$ cat src/design/hsc_pkg.sv
// ----------------------------------------------------------------------------
// Hopfield store and stability check package
// Shared constants and the cell control bundle.
// ----------------------------------------------------------------------------
package hsc_pkg;

  localparam int NEURONS_DEF      = 128;
  localparam int MAX_PATTERNS_DEF = 64;
  localparam int W_W              = 8;
  localparam int CFG_W            = 8;
  localparam int IDX_W            = 6;
  localparam logic [CFG_W-1:0] ACTIVE_RESET = 8'd100;

  typedef struct packed {
    logic load;    // neuron value transaction being written into the row
    logic in_bit;  // the neuron value itself
    logic clr;     // clear accumulators before a recall pass
    logic acc_en;  // a weight row is present on the chain this cycle
    logic x_r;     // pattern bit of that row
    logic chk;     // stability token moves one cell along
  } cell_ctrl_t;

endpackage

$ cat src/design/hsc_cell.sv
// ----------------------------------------------------------------------------
// Neuron cell
// Holds one neuron's pattern bit and recall sum, updates its column of the
// weight row passing through, and forwards the stability token.
// ----------------------------------------------------------------------------
module hsc_cell import hsc_pkg::*; #(
  parameter int NEURONS      = NEURONS_DEF,
  parameter int MAX_PATTERNS = MAX_PATTERNS_DEF,
  parameter int ID           = 0
) (
  input  logic                          clk,
  input  cell_ctrl_t                    ctrl,
  input  logic [$clog2(NEURONS+1)-1:0]  load_idx,
  input  logic [$clog2(NEURONS+1)-1:0]  n_eff,
  input  logic [$clog2(NEURONS)-1:0]    row,
  input  logic signed [W_W-1:0]         w_old,
  output logic signed [W_W-1:0]         w_new,
  input  logic                          ok_in,
  output logic                          ok_q,
  output logic                          x
);

  localparam int CNT_W = $clog2(NEURONS + 1);
  localparam int ROW_W = $clog2(NEURONS);
  localparam int ACC_W = $clog2(NEURONS * MAX_PATTERNS + 1) + 1;

  logic                    in_rng;
  logic                    upd;
  logic signed [ACC_W-1:0] acc;
  logic signed [ACC_W-1:0] w_ext;
  logic                    good;

  assign in_rng = CNT_W'(ID) < n_eff;
  assign upd    = in_rng && (row != ROW_W'(ID));
  assign w_new  = !upd ? w_old :
                  (ctrl.x_r == x) ? w_old + W_W'(1) : w_old - W_W'(1);
  assign w_ext  = ACC_W'(w_new);
  assign good   = !in_rng || ((!acc[ACC_W-1]) == x);

  always_ff @(posedge clk) begin
    if (ctrl.load && load_idx == CNT_W'(ID)) begin
      x <= ctrl.in_bit;
    end
    if (ctrl.clr) begin
      acc <= '0;
    end else if (ctrl.acc_en && in_rng) begin
      acc <= ctrl.x_r ? acc + w_ext : acc - w_ext;
    end
    if (ctrl.chk) begin
      ok_q <= ok_in && good;
    end
  end

endmodule

$ cat config.mk
export PLATFORM = sky130hd
export DESIGN_NAME = hsc_cell
export DESIGN_NICKNAME = d
export VERILOG_FILES = /design/src/design/hsc_pkg.sv /design/src/design/hsc_cell.sv
export SDC_FILE = /design/constraint.sdc
export NUM_CORES = 1
export LEC_CHECK = 0
export ABC_AREA = 1
export BUFFER_PORTS_ARGS = -buffer_cell sky130_fd_sc_hd__buf_2
export CAP_MARGIN = 20
export CORE_ASPECT_RATIO = 1.5
export CORE_MARGIN = 5
export CORE_UTILIZATION = 55
export DETAILED_ROUTE_END_ITERATION = 16
export GPL_TIMING_DRIVEN = 0
export PLACE_DENSITY = 0.81
export SLEW_MARGIN = 20
export SYNTH_ARGS = -nofsm -noshare
export SYNTH_HDL_FRONTEND = slang
export SYNTH_SLANG_ARGS = --single-unit
export TNS_END_PERCENT = 1
$ cat constraint.sdc
create_clock -name clk -period 11.1 [get_ports clk]
set_input_delay 1.665 -clock clk [delete_from_list [all_inputs] [get_ports clk]]
set_output_delay 1.665 -clock clk [all_outputs]
set_load 0.01 [all_outputs]
==> results.cfg <==
[yosys]
synth_most_common_cell = nand2_1
synth_edf_count = 2
syn_area_sq_um = 2176
synth_top_cell_area_share_pct = 14.38
synth_commonest_cells = nand2_1 (56), inv_1 (51), nor2_1 (34), ha_1 (25), a21oi_1 (19)
syn_inst = 320
avgSynthCellArea_sq_um = 6.799
ys_ff_latch = 17
synthesis.nets = 386
yosysWarnings = 0
ys_seq_area_share_pct = 16.56
yosysTopAreaCell = ha_1
synth.area.top_cells = ha_1 (14%), dfxtp_1 (14%), nand2_1 (9.7%)
async_flop_share_pct = 0
synth_cell_types = 43
synthFlopType = dfxtp_1

[cts]
clock_sinks = 17
ctsLongestPathBuffers = 2
cts_resized = 0
clk_latency_ps = 260
numCtsBuffers = 3
ctsHoldBuffers = 0
htree_num_levels = 1
root_buffer = clkbuf_8
cts_tree = done
cts.clk_slew.worst_paths_ps = 70
post_cts_buffers = 0

[die]
die-area_sq_um = 5340
rows = 28
die_h_um = 87.04
pin_count = 49
coreArea_sq_um = 3889
initial_core_util_pct = 55.95
die_x_um = 61.36

[power_and_ir_drop]
clkPwrFrac_pct = 14.2
p_per_area_nw_per_um2 = 138.5
p_leak_nw = 1.408
vdd_drop_max_mv = 0.09527
intPower_mw = 0.1893
seq_power_share_pct = 23.6
p_sw_mw = 0.1588
p_sw_share_pct = 45.62
power_frac_comb_pct = 62.2

[sta]
slew_headroom_pct = 66.81
final-setup-viol-count = 0
finClkSkew_ps = 4.520
finalCritPeriodShare_pct = 49.05
rsz0062_at_grt = no
fmax_mhz = 183.7
drv_slew = 0
hold_slack_ps = 503.9
worstMarginPinSlew_ps = 497.9
period_needed_ps = 5445
hold_viol = 0
fin_tns_setup_ps = 0

[critical_path]
critical_path.max_fanout = 6
required_ps = 9440
max_stage_delay_ps = 380
endpoint_kind = output pin
cp_common_cell = inv_1
ff2ff_path_depth = 26
cp.arrival_ps = 3780
startpoint_type = primary input
path_cells = buf_2 -> xnor2_2 -> inv_1 -> ha_1 -> nand2_1 -> inv_1 -> nand2_1 -> nand3_1 -> a21boi_1 -> xnor2_1 -> nand2_2 -> nand2_4 -> inv_1 -> buf_2
cpMaxStageDelayCell = ha_1
crit_type = in -> out

[job]
drv_cap = 0

[place]
dp_hpwl_um = 4342
port_buffers = 47
gp_congestion = 0.9355

[routing]
drc = 0
drt_iter0_markers = 69
vias = 2161
firstDrtPassIters = 4
wl_per_cell_um = 12.18
viasPerCell = 5.195
antenna_left = 0
wl_um = 5066

[global_routing]
grt_max_degree = 11
grt_first_pass_wirelength_um = 8583
grt_pass1_vias = 2178
grt_overflow = 0
track_usage_pct = 20.75
antenna_found_initial = 0

[hold_path]
whs_path_depth = 2
min_path_type = reg -> reg

[finish]
nNetsFinal = 438
drive_gt1_share_pct = 22.37
n_antenna_cell = 0
area_delta_synth_final_pct = 15.47

[status]
status = completed
## power groups by stage
stage / sequential, mW / combinational (mW) / clock [mW]
floorplan: 0.0816 / 0.169 / 0
global placement: 0.0831 / 0.209 / 0
detailed placement: 0.0834 / 0.215 / 0
CTS: 0.0821 / 0.216 / 0.0499
global route: 0.0836 / 0.246 / 0.0510
finish: 0.0820 / 0.217 / 0.0494
## through the flow
stage          area [sq um]  instances  utilization (%)  power (mW)  worst slack, ps
3_3_place_gp           2467        412            63.45      0.2926             5677
2_1_floorplan          2176        320                -      0.2504             6247
3_5_place_dp           2467        412            63.45      0.2985             5667
4_1_cts                2512        416            64.61      0.3482             5658
5_1_grt                2512        416            64.61      0.3807             5499
6_report               2512        416            64.61      0.3480             5655
## state kept, by name (all words and copies together) (netlist names)
name and cells:
x 1, acc 15, ok_q 1
## path summary, 6_finish.rpt
check          start        to  slack (ps)
min           acc[0]    acc[0]         500
max          ctrl[1]  w_new[7]        5660
max reg2reg        x   acc[12]        7040
min reg2reg   acc[0]    acc[0]         500
## worst max-delay path, delay by kind of cell
family,cells,cell delay [ps]
buf+inv,5,550
compound gates,1,230
simple gates,5,540
xor+xnor,2,420
fa+ha+maj,1,380
## layout make-up
| class | instances | area (sq um) |
|---|---|---|
| Multi-Input combinational cell | 244 | 1594 |
| Tap cell | 45 | 56.30 |
| Fill cell | 369 | 1376 |
| Timing Repair Buffer | 47 | 235.2 |
| Buffer | 3 | 11.26 |
| Inverter | 56 | 210.2 |
| Clock buffer | 4 | 45.04 |
| Sequential cell | 17 | 360.3 |
## cells by family (layout without fill, tap and decap cells)
| group | after synthesis | in the layout | share of synthesized area, % |
|---|---|---|---|
| simple gates | 140 | 140 | 32.37 |
| buf+inv | 59 | 110 | 10.18 |
| compound gates | 55 | 55 | 15.47 |
| fa+ha+maj | 27 | 27 | 16.22 |
| xor+xnor | 22 | 22 | 9.201 |
| flops | 17 | 17 | 16.56 |
## placed cells by master (no fill, tap or decap), types with 2 or more instances in the layout
cell and count:
nor2_1 34, xor2_1 12, nand3_1 15, nand4_1 4
a31oi_1 2, inv_1 51, nor2_4 6, dfxtp_1 15
nand3_2 2, edfxtp_1 2, clkbuf_8 3, nand2_2 7
nand3b_1 2, nand2_4 3, o21ai_1 6, a21boi_0 3
buf_2 47, inv_2 5, ha_1 25, nand2_1 56
a21boi_1 2, nor4_1 2, xnor2_1 9, o21a_1 2
o21ai_0 13, a21oi_1 19, nor2_2 2, clkbuf_1 4
fa_1 2
## routing by layer
layer	vias to the layer above	share of wire [%]	GRT usage, %
met2	45	57	42.39
met3	13	3.1	1.780
met1	972	37	19.28
met4	0	3.2	8.880
met5	-	0	0
li1	1131	-	-
Power figures use the tool's default switching activity.
